$ cat src/hw/rtl/positional_list_engine_assert.svh
// Assertion macros shared by the list engine RTL.
`ifndef POSITIONAL_LIST_ENGINE_ASSERT_SVH
`define POSITIONAL_LIST_ENGINE_ASSERT_SVH
`ifndef ASSERT_OFF
`define PLE_ASSERT_IMPL(label, clk, rst_n, ante, cons) \
    label: assert property (@(posedge clk) disable iff (!rst_n) (ante) |-> (cons)) \
        else $error("assertion failed");
`define PLE_ASSERT_NEXT(label, clk, rst_n, ante, cons) \
    label: assert property (@(posedge clk) disable iff (!rst_n) (ante) |=> (cons)) \
        else $error("assertion failed");
`else
`define PLE_ASSERT_IMPL(label, clk, rst_n, ante, cons)
`define PLE_ASSERT_NEXT(label, clk, rst_n, ante, cons)
`endif
`endif

$ cat src/hw/rtl/ple_pkg.sv
// Package with the opcodes, status codes and sizes of the list engine.
package ple_pkg;
    localparam int unsigned CapacityDefault  = 32;
    localparam int unsigned DataWidthDefault = 32;

    typedef enum logic [2:0] {
        OP_INS_FRONT = 3'd0,
        OP_INS_BACK  = 3'd1,
        OP_INS_POS   = 3'd2,
        OP_DEL_FRONT = 3'd3,
        OP_DEL_BACK  = 3'd4,
        OP_DEL_POS   = 3'd5,
        OP_READ_ALL  = 3'd6,
        OP_NOP       = 3'd7
    } t_op;

    typedef enum logic [1:0] {
        ST_OK     = 2'd0,
        ST_EMPTY  = 2'd1,
        ST_FULL   = 2'd2,
        ST_BADPOS = 2'd3
    } t_status;
endpackage

$ cat src/hw/rtl/ple_free_map.sv
// Free map of list slots: finds the lowest free slot and tracks occupancy.
module ple_free_map #(
    parameter int unsigned CAPACITY = ple_pkg::CapacityDefault,
    localparam int unsigned SW = (CAPACITY > 1) ? $clog2(CAPACITY) : 1
) (
    input  logic          i_clk,
    input  logic          i_rst_n,
    input  logic          i_set,
    input  logic          i_clr,
    input  logic [SW-1:0] i_slot,
    output logic [SW-1:0] o_free_slot
);
    logic [CAPACITY-1:0] r_used;

    always_ff @(posedge i_clk) begin
        if (!i_rst_n) begin
            r_used <= '0;
        end else begin
            if (i_set) r_used[i_slot] <= 1'b1;
            if (i_clr) r_used[i_slot] <= 1'b0;
        end
    end

    always_comb begin
        o_free_slot = '0;
        for (int i = CAPACITY - 1; i >= 0; i--) begin
            if (!r_used[i]) o_free_slot = SW'(i);
        end
    end
endmodule

$ cat src/hw/rtl/positional_list_engine.sv
// Top level of the positional doubly linked list engine.
//  channel | direction | fields
//  input   | in        | op, value, position
//  result  | out       | status, element, index, last
// Inserts and deletes at either end go straight to the end slot; positional ones walk
// one link at a time, up to CAPACITY, through the single-port link memories.
// A readout gives one result per element, one memory read each, while the output is not stalled.
// Reset is synchronous; link and value memories are not cleared.
// A stalled result holds the sequencer; one item is handled at a time.
`include "positional_list_engine_assert.svh"
module positional_list_engine #(
    parameter int unsigned CAPACITY   = ple_pkg::CapacityDefault,
    parameter int unsigned DATA_WIDTH = ple_pkg::DataWidthDefault,
    localparam int unsigned SW = (CAPACITY > 1) ? $clog2(CAPACITY) : 1,
    localparam int unsigned CW = $clog2(CAPACITY + 1)
) (
    input  logic                         i_clk,
    input  logic                         i_rst_n,
    input  logic                         i_valid,
    output logic                         o_ready,
    input  logic [2:0]                   i_op,
    input  logic signed [DATA_WIDTH-1:0] i_value,
    input  logic [5:0]                   i_position,
    output logic                         o_valid,
    input  logic                         i_ready,
    output logic [1:0]                   o_status,
    output logic signed [DATA_WIDTH-1:0] o_element,
    output logic [5:0]                   o_index,
    output logic                         o_last
);
    typedef enum logic [7:0] {
        S_IDLE  = 8'b0000_0001,
        S_WALK  = 8'b0000_0010,
        S_WDATA = 8'b0000_0100,
        S_LINK  = 8'b0000_1000,
        S_FIX   = 8'b0001_0000,
        S_RDREQ = 8'b0010_0000,
        S_RDOUT = 8'b0100_0000,
        S_OUT   = 8'b1000_0000
    } t_state;

    t_state r_state, n_state;
    logic [DATA_WIDTH-1:0] r_val_mem [CAPACITY];
    logic [SW-1:0] r_nxt_mem [CAPACITY];
    logic [SW-1:0] r_prv_mem [CAPACITY];
    logic [DATA_WIDTH-1:0] r_val_q;
    logic [SW-1:0] r_nxt_q, r_prv_q;

    logic [SW-1:0] r_head, r_tail, r_cur, r_new;
    logic [CW-1:0] r_count;
    logic [6:0] r_pos, r_step;
    logic r_ins;
    logic [DATA_WIDTH-1:0] r_value;

    logic r_ovalid;
    logic [1:0] r_ostatus;
    logic [DATA_WIDTH-1:0] r_oelem;
    logic [5:0] r_oindex;
    logic r_olast;

    logic [SW-1:0] free_slot;
    logic fm_set, fm_clr;
    logic [SW-1:0] fm_slot;

    logic rd_en;
    logic [SW-1:0] rd_addr;
    logic wv_en, wn_en, wp_en;
    logic [SW-1:0] wv_addr, wn_addr, wp_addr;
    logic [SW-1:0] wn_data, wp_data;

    always_ff @(posedge i_clk) begin
        if (wv_en) r_val_mem[wv_addr] <= r_value;
        if (wn_en) r_nxt_mem[wn_addr] <= wn_data;
        if (wp_en) r_prv_mem[wp_addr] <= wp_data;
        if (rd_en) begin
            r_val_q <= r_val_mem[rd_addr];
            r_nxt_q <= r_nxt_mem[rd_addr];
            r_prv_q <= r_prv_mem[rd_addr];
        end
    end

    ple_free_map #(.CAPACITY(CAPACITY)) u_free (
        .i_clk      (i_clk),
        .i_rst_n    (i_rst_n),
        .i_set      (fm_set),
        .i_clr      (fm_clr),
        .i_slot     (fm_slot),
        .o_free_slot(free_slot)
    );

    wire accept = i_valid && o_ready;
    wire out_free = !r_ovalid || i_ready;
    wire [6:0] cnt7 = 7'(r_count);
    wire [6:0] ipos = 7'(i_position);
    wire walking_done = (r_step == r_pos);

    assign o_ready   = (r_state == S_IDLE) && !r_ovalid;
    assign o_valid   = r_ovalid;
    assign o_status  = r_ostatus;
    assign o_element = r_oelem;
    assign o_index   = r_oindex;
    assign o_last    = r_olast;

    // Control registers and result register.
    logic n_ovalid;
    logic [1:0] n_ostatus;
    logic [DATA_WIDTH-1:0] n_oelem;
    logic [5:0] n_oindex;
    logic n_olast;
    logic [SW-1:0] n_head, n_tail, n_cur, n_new;
    logic [CW-1:0] n_count;
    logic [6:0] n_pos, n_step;
    logic n_ins;
    logic [DATA_WIDTH-1:0] n_value;

    always_comb begin
        n_state = r_state;
        n_ovalid = r_ovalid && !i_ready;
        n_ostatus = r_ostatus;
        n_oelem = r_oelem;
        n_oindex = r_oindex;
        n_olast = r_olast;
        n_head = r_head;
        n_tail = r_tail;
        n_cur = r_cur;
        n_new = r_new;
        n_count = r_count;
        n_pos = r_pos;
        n_step = r_step;
        n_ins = r_ins;
        n_value = r_value;
        rd_en = 1'b0;
        rd_addr = r_cur;
        wv_en = 1'b0;
        wn_en = 1'b0;
        wp_en = 1'b0;
        wv_addr = r_new;
        wn_addr = r_new;
        wp_addr = r_new;
        wn_data = r_new;
        wp_data = r_new;
        fm_set = 1'b0;
        fm_clr = 1'b0;
        fm_slot = r_new;
        unique case (r_state)
            S_IDLE: begin
                if (accept) begin
                    n_value = i_value;
                    n_ostatus = ple_pkg::ST_OK;
                    n_oelem = '0;
                    n_oindex = '0;
                    n_olast = 1'b1;
                    n_step = 7'd1;
                    n_cur = r_head;
                    n_state = S_OUT;
                    priority if (i_op <= ple_pkg::OP_INS_POS) begin
                        n_ins = 1'b1;
                        n_pos = (i_op == ple_pkg::OP_INS_FRONT) ? 7'd1 :
                                (i_op == ple_pkg::OP_INS_BACK) ? cnt7 + 7'd1 : ipos;
                        n_new = free_slot;
                        if (cnt7 >= 7'(CAPACITY)) begin
                            n_ostatus = ple_pkg::ST_FULL;
                        end else if (n_pos < 7'd1 || n_pos > cnt7 + 7'd1) begin
                            n_ostatus = ple_pkg::ST_BADPOS;
                        end else begin
                            n_state = S_WDATA;
                        end
                    end else if (i_op <= ple_pkg::OP_READ_ALL) begin
                        n_ins = 1'b0;
                        n_pos = (i_op == ple_pkg::OP_DEL_FRONT) ? 7'd1 :
                                (i_op == ple_pkg::OP_DEL_BACK) ? cnt7 : ipos;
                        if (r_count == '0) begin
                            n_ostatus = ple_pkg::ST_EMPTY;
                        end else if (i_op == ple_pkg::OP_READ_ALL) begin
                            n_state = S_RDREQ;
                        end else if (n_pos < 7'd1 || n_pos > cnt7) begin
                            n_ostatus = ple_pkg::ST_BADPOS;
                        end else if (n_pos == cnt7) begin
                            n_cur = r_tail;
                            n_step = n_pos;
                            n_state = S_WALK;
                        end else begin
                            n_state = S_WALK;
                        end
                    end else begin
                        n_state = S_OUT;
                    end
                end
            end
            S_WDATA: begin
                // Store the value, claim the slot, then find the neighbour if the list is not empty.
                wv_en = 1'b1;
                fm_set = 1'b1;
                if (r_count == '0) begin
                    wn_en = 1'b1;
                    wp_en = 1'b1;
                    n_head = r_new;
                    n_tail = r_new;
                    n_count = r_count + CW'(1);
                    n_state = S_OUT;
                end else if (r_pos == 7'd1) begin
                    wn_en = 1'b1;
                    wn_data = r_head;
                    wp_en = 1'b1;
                    n_state = S_FIX;
                end else if (r_pos == cnt7 + 7'd1) begin
                    wn_en = 1'b1;
                    wp_en = 1'b1;
                    wp_data = r_tail;
                    n_state = S_FIX;
                end else begin
                    n_state = S_WALK;
                end
            end
            S_WALK: begin
                // One link per visit: read the current slot's links.
                rd_en = 1'b1;
                rd_addr = r_cur;
                n_state = S_LINK;
            end
            S_LINK: begin
                if (!walking_done) begin
                    n_cur = r_nxt_q;
                    n_step = r_step + 7'd1;
                    n_state = S_WALK;
                end else if (r_ins) begin
                    wn_en = 1'b1;
                    wn_data = r_cur;
                    wp_en = 1'b1;
                    wp_data = r_prv_q;
                    n_state = S_FIX;
                end else begin
                    n_oelem = r_val_q;
                    n_oindex = 6'(r_pos);
                    fm_clr = 1'b1;
                    fm_slot = r_cur;
                    n_count = r_count - CW'(1);
                    if (r_count == CW'(1)) begin
                        n_head = '0;
                        n_tail = '0;
                        n_state = S_OUT;
                    end else if (r_pos == 7'd1) begin
                        n_head = r_nxt_q;
                        wp_en = 1'b1;
                        wp_addr = r_nxt_q;
                        wp_data = r_nxt_q;
                        n_state = S_OUT;
                    end else if (r_pos == cnt7) begin
                        n_tail = r_prv_q;
                        wn_en = 1'b1;
                        wn_addr = r_prv_q;
                        wn_data = r_prv_q;
                        n_state = S_OUT;
                    end else begin
                        wn_en = 1'b1;
                        wn_addr = r_prv_q;
                        wn_data = r_nxt_q;
                        wp_en = 1'b1;
                        wp_addr = r_nxt_q;
                        wp_data = r_prv_q;
                        n_state = S_OUT;
                    end
                end
            end
            S_FIX: begin
                // Link the neighbours to the new slot.
                n_count = r_count + CW'(1);
                n_state = S_OUT;
                if (r_pos == 7'd1) begin
                    wp_en = 1'b1;
                    wp_addr = r_head;
                    n_head = r_new;
                end else if (r_pos == cnt7 + 7'd1) begin
                    wn_en = 1'b1;
                    wn_addr = r_tail;
                    n_tail = r_new;
                end else begin
                    wn_en = 1'b1;
                    wn_addr = r_prv_q;
                    wp_en = 1'b1;
                    wp_addr = r_cur;
                end
            end
            S_RDREQ: begin
                if (out_free) begin
                    rd_en = 1'b1;
                    rd_addr = r_cur;
                    n_state = S_RDOUT;
                end
            end
            S_RDOUT: begin
                if (out_free) begin
                    n_ovalid = 1'b1;
                    n_ostatus = ple_pkg::ST_OK;
                    n_oelem = r_val_q;
                    n_oindex = 6'(r_step);
                    n_olast = (r_step == cnt7);
                    n_cur = r_nxt_q;
                    n_step = r_step + 7'd1;
                    n_state = (r_step == cnt7) ? S_IDLE : S_RDREQ;
                end
            end
            S_OUT: begin
                if (out_free) begin
                    n_ovalid = 1'b1;
                    n_state = S_IDLE;
                end
            end
            default: n_state = S_IDLE;
        endcase
    end

    always_ff @(posedge i_clk) begin
        if (!i_rst_n) begin
            r_state <= S_IDLE;
            r_ovalid <= 1'b0;
            r_head <= '0;
            r_tail <= '0;
            r_count <= '0;
        end else begin
            r_state <= n_state;
            r_ovalid <= n_ovalid;
            r_head <= n_head;
            r_tail <= n_tail;
            r_count <= n_count;
        end
    end

    always_ff @(posedge i_clk) begin
        r_ostatus <= n_ostatus;
        r_oelem <= n_oelem;
        r_oindex <= n_oindex;
        r_olast <= n_olast;
        r_cur <= n_cur;
        r_new <= n_new;
        r_pos <= n_pos;
        r_step <= n_step;
        r_ins <= n_ins;
        r_value <= n_value;
    end

    `PLE_ASSERT_IMPL(a_count_range, i_clk, i_rst_n, 1'b1, r_count <= CW'(CAPACITY))
    `PLE_ASSERT_IMPL(a_ready_idle, i_clk, i_rst_n, o_ready, r_state == S_IDLE)
    `PLE_ASSERT_NEXT(a_empty_heads, i_clk, i_rst_n, r_count == '0 && r_state == S_IDLE,
                     r_head == '0)
    `PLE_ASSERT_IMPL(a_status_elem, i_clk, i_rst_n, o_valid && o_status != ple_pkg::ST_OK,
                     o_element == '0 && o_index == '0)
endmodule

$ cat config.mk
export PLATFORM = sky130hd
export DESIGN_NAME = positional_list_engine
export DESIGN_NICKNAME = d
export VERILOG_FILES = /design/src/hw/rtl/ple_pkg.sv /design/src/hw/rtl/ple_free_map.sv /design/src/hw/rtl/positional_list_engine.sv
export VERILOG_INCLUDE_DIRS = /design/src /design/src/hw/rtl
export SDC_FILE = /design/constraint.sdc
export NUM_CORES = 2
export LEC_CHECK = 0
export ABC_AREA = 1
export BUFFER_PORTS_ARGS = -buffer_cell sky130_fd_sc_hd__buf_2
export CAP_MARGIN = 20
export CELL_PAD_IN_SITES_DETAIL_PLACEMENT = 0
export CELL_PAD_IN_SITES_GLOBAL_PLACEMENT = 2
export CORE_UTILIZATION = 45
export DETAILED_ROUTE_END_ITERATION = 7
export PLACE_DENSITY_LB_ADDON = 0.1
export SYNTH_ARGS = -nofsm -noshare
export SYNTH_HDL_FRONTEND = slang
export SYNTH_SLANG_ARGS = --single-unit
$ cat constraint.sdc
create_clock -name i_clk -period 4.5 [get_ports i_clk]
set_input_delay 0.45 -clock i_clk [delete_from_list [all_inputs] [get_ports i_clk]]
set_output_delay 0.45 -clock i_clk [all_outputs]
set_load 0.05 [all_outputs]
==> metrics.md <==
| Metric | Value |
|---|---|
| Outcome | `completed` |
| Rel. slew slack | `between 20% and 30%` |
| Row count | `roughly 140` |
| Tcrit/Tclk final | `92.0%` |
| Cell variety after synth | `slightly below 60` |
| Number of enable flip-flop cells after synthesis | `roughly 1500` |
| Clock Latency Late Sink | `~0.80 ns` |
| Synth area leader | `edfxtp_1` |
| Final net count | `just over 5000` |
| Routed wire length | `roughly 190000 µm` |
| Detail Placement HPWL | `~110000 µm` |
| Setup TNS | `0 ns` |
| Yosys reg bits | `1541` |
| CP delay by family, top | `simple AND/OR/NAND/NOR gates` |
| Depth of the CTS H-tree | `4` |
| CTS tree | `built` |
| RSZ-0062 raised after global routing | `no` |
| DRT iter0 DRCs | `about 4100` |
| Remaining Overflow, GRT | `0` |
| CP Data Arrival Time | `4.58 ns` |
| Critical path's slowest cell | `dfxtp_1` |
| Setup bufs post-CTS | `0` |
| Critical R2R Launch | `r_count[2]$_SDFFE_PN0P_` |
| Die span in y | `about 380 µm` |
| Cell area after synthesis | `62700 µm²` |
| Crit. path cell count | `14` |
| CP max stage delay | `roughly 0.54 ns` |
| First-pass DRT Iterations | `6` |
| CTS max path bufs | `3` |
| Power per standard cell area | `600 nW/µm²` |
| Final min period | `4.14 ns` |
| Initial antenna violation count | `1` |
| Slew Limit Fails | `0` |
| Largest net degree at the start of global routing | `a little over 200` |
| Yosys warning count | `0` |
| Antenna Nets Post-Route | `0` |
| Crit path capture | `r_prv_mem[10][4]$_DFFE_PP_` |
| Vias | `41500` |
| GRT Total Usage | `between 20% and 30%` |
| Critical Path Most Common Cell | `nand2_1` |
| Num CTS Buffers | `about 160` |
| I/O pin count | `between 80 and 90` |
| I/O Buffers | `87` |
| DRC errors left | `0` |
| Worst setup EP type | `register` |
| Startpoint types | `register` |
| Sequential fraction of the synthesis area | `between 70% and 80%` |
| Crit path kind | `reg -> reg` |
| Worst Skew | `between 0.015 and 0.02 ns` |
| Synth top area share | `between 70% and 80%` |
| Endpoints failing setup | `0` |
| Vias in the first global route | `39800` |
| R2R depth | `14` |
| Inst Count DP | `about 6700` |
| CTS root buf | `clkbuf_16` |
| FFs w/ async S/R, synth | `0%` |
| Crit path buf inv count | `2` |
| Initial core utilization | `between 40% and 50%` |
| VDD IR max | `between 0.0008 and 0.0009 V` |
| Final hold vios | `0` |
| Leak pwr | `around 23 nW` |
| CP Data Required Time | `4.94 ns` |
| Drt via density | `roughly 5.9` |
| Synth area leaders | `edfxtp_1 (71%), o21ai_0 (6.5%), nor2_1 (5.9%), o221ai_1 (3.8%), clkbuf_1 (1.9%)` |
| Area Growth Syn to Fin | `14.2%` |
| Wire per inst | `27.1 µm` |
| Core Area | `138000 µm²` |
| Cell Chain, Critical Path | `inv_2 -> nor3_4 -> nand2_2 -> nor2_2 -> o22ai_1 -> a211oi_1 -> nand2_1 -> nand2_1 -> buf_4 -> o21ai_0 -> and2_1 -> nor2_1 -> nand2_1 -> nor2_1` |
| Clk slew on worst S/H paths | `about 0.060 ns` |
| Fin cells | `between 6000 and 7000` |
| Clock sinks | `approximately 1500` |
| Max-Cap Viols | `0` |
| Hold WC Path Type | `in -> reg` |
| First-pass GRT wire length | `around 280000 µm` |
| Worst Hold Slack | `0.0945 ns` |
| Crit path from | `r_count[2]$_SDFFE_PN0P_` |
| Least-Margin Pin Slew | `1.11 ns` |
| Hold Startpoint | `i_valid` |
| Mapped Cells | `approximately 5000` |
| Die Area | `141000 µm²` |
| Crit path max fanout | `8` |
| Internal reg-to-reg setup slack | `approximately 0.36 ns` |
| Syn_area_per_cell | `roughly 13 µm²` |
| GPL Wtd Cong | `0.878` |
| Fraction of layout cells with a size suffix above 1 | `approximately 11%` |
| Ys flop type | `edfxtp_1` |
| Syn Nets | `between 5000 and 6000` |
| F_max | `approximately 240 MHz` |
| Die W | `roughly 380 µm` |
| R2r endpoint | `r_prv_mem[10][4]$_DFFE_PP_` |
==> sequential cells by signal (all words and copies together), names as in the netlist, 8 cells and up, named ones only <==
register,count
r_state,8
r_nxt_mem,160
o_element,32
r_val_q,32
r_prv_mem,160
u_free.r_used,31
r_val_mem,1024
r_value,32
==> routing by layer <==
layer / share of wire, % / global-route usage [%] / vias up
met3: 5.6 / 3.18 / 243
met1: 45 / 38.4 / 21000
met2: 47 / 42.8 / 1406
li1: - / - / 18900
met5: 0 / 0 / -
met4: 2.4 / 7.31 / 0
==> placed cells by master (no fill, tap or decap), types with 89 or more instances in the layout <==
cell,count
clkbuf_16,168
nand3_1,169
o22ai_1,89
nand2_1,196
a21oi_1,90
o221ai_1,273
buf_4,108
o21ai_0,810
edfxtp_1,1484
inv_1,166
nor2_1,959
==> synthesized netlist by cell type (11+ instances only) <==
| cell type | number |
|---|---|
| a31oi_1 | 47 |
| dfxtp_1 | 57 |
| a21oi_1 | 90 |
| ha_1 | 18 |
| nor3_1 | 14 |
| nor4_1 | 16 |
| nor2_2 | 12 |
| o21ai_0 | 810 |
| xor2_1 | 14 |
| nor2_1 | 993 |
| inv_1 | 170 |
| o221ai_1 | 273 |
| nand2_1 | 197 |
| o22ai_1 | 89 |
| inv_2 | 13 |
| clkbuf_1 | 315 |
| nand3_1 | 169 |
| a211oi_1 | 11 |
| a32oi_1 | 38 |
| edfxtp_1 | 1484 |
| o211ai_1 | 26 |
==> layout make-up <==
| type | count | area (µm²) |
|---|---|---|
| tap | 1794 | 2240 |
| fill | 11800 | 66200 |
| multi-input combinational | 2896 | 15300 |
| antenna | 1 | 2.50 |
| inverter | 192 | 748 |
| sequential | 1541 | 45700 |
| clock inverter | 78 | 646 |
| clock buffer | 209 | 4380 |
| timing repair buffer | 277 | 2630 |
==> worst reg2reg max path: cells and delay by family (launching register included) <==
family          cells  cell delay, ns
compound gates      3            0.66
buf+inv             2            0.36
flops               1            0.54
simple gates        9            2.25
==> stage by stage <==
stage | setup WS [ns] | total power, mW | area, µm² | utilization (%)
global route | 0.0856 | 44.8 | 71600 | 51.9
detailed placement | 0.316 | 30.3 | 66000 | 47.8
global placement | 0.430 | 30.3 | 66000 | 47.8
floorplan | 0.244 | 25.4 | 62700 | -
finish | 0.361 | 43.0 | 71600 | 51.9
CTS | 0.275 | 43.2 | 71300 | 51.7
==> what timing repair did <==
action | 4_1_cts | 5_1_grt
hold buffers | 33 | 0
resized for setup | 0 | 1
hold endpoints to repair | 33 | 0
endpoints found under the setup margin | 0 | 25
==> kinds of logic after synthesis <==
kind of cell / after synthesis / synth area share [%]
AND/OR/NAND/NOR: 1438 / 9.38
flip-flops: 1541 / 72.9
adder cells (fa/ha/maj): 18 / 0.359
AO/OA/AOI/OAI: 1419 / 13.9
XOR/XNOR: 21 / 0.293
buffers and inverters: 526 / 3.21
==> worst min-delay path by stage <==
stage,depth (start not counted),endpoint
final,3,r_state[2]$_SDFFE_PN0P_
after global routing,3,r_state[2]$_SDFFE_PN0P_
after CTS,3,r_state[2]$_SDFFE_PN0P_
after detailed placement,2,u_free.r_used[4]$_SDFF_PN0_
after global placement,2,u_free.r_used[4]$_SDFF_PN0_
after floorplan,2,u_free.r_used[4]$_SDFF_PN0_
==> where the power goes <==
part	switching, mW	total [mW]	internal [mW]
registers	0.586	17.5	16.9
clock network	5.50	12.9	7.36
logic	9.31	12.6	3.31
Note: power is estimated with default switching activity, not from simulation.
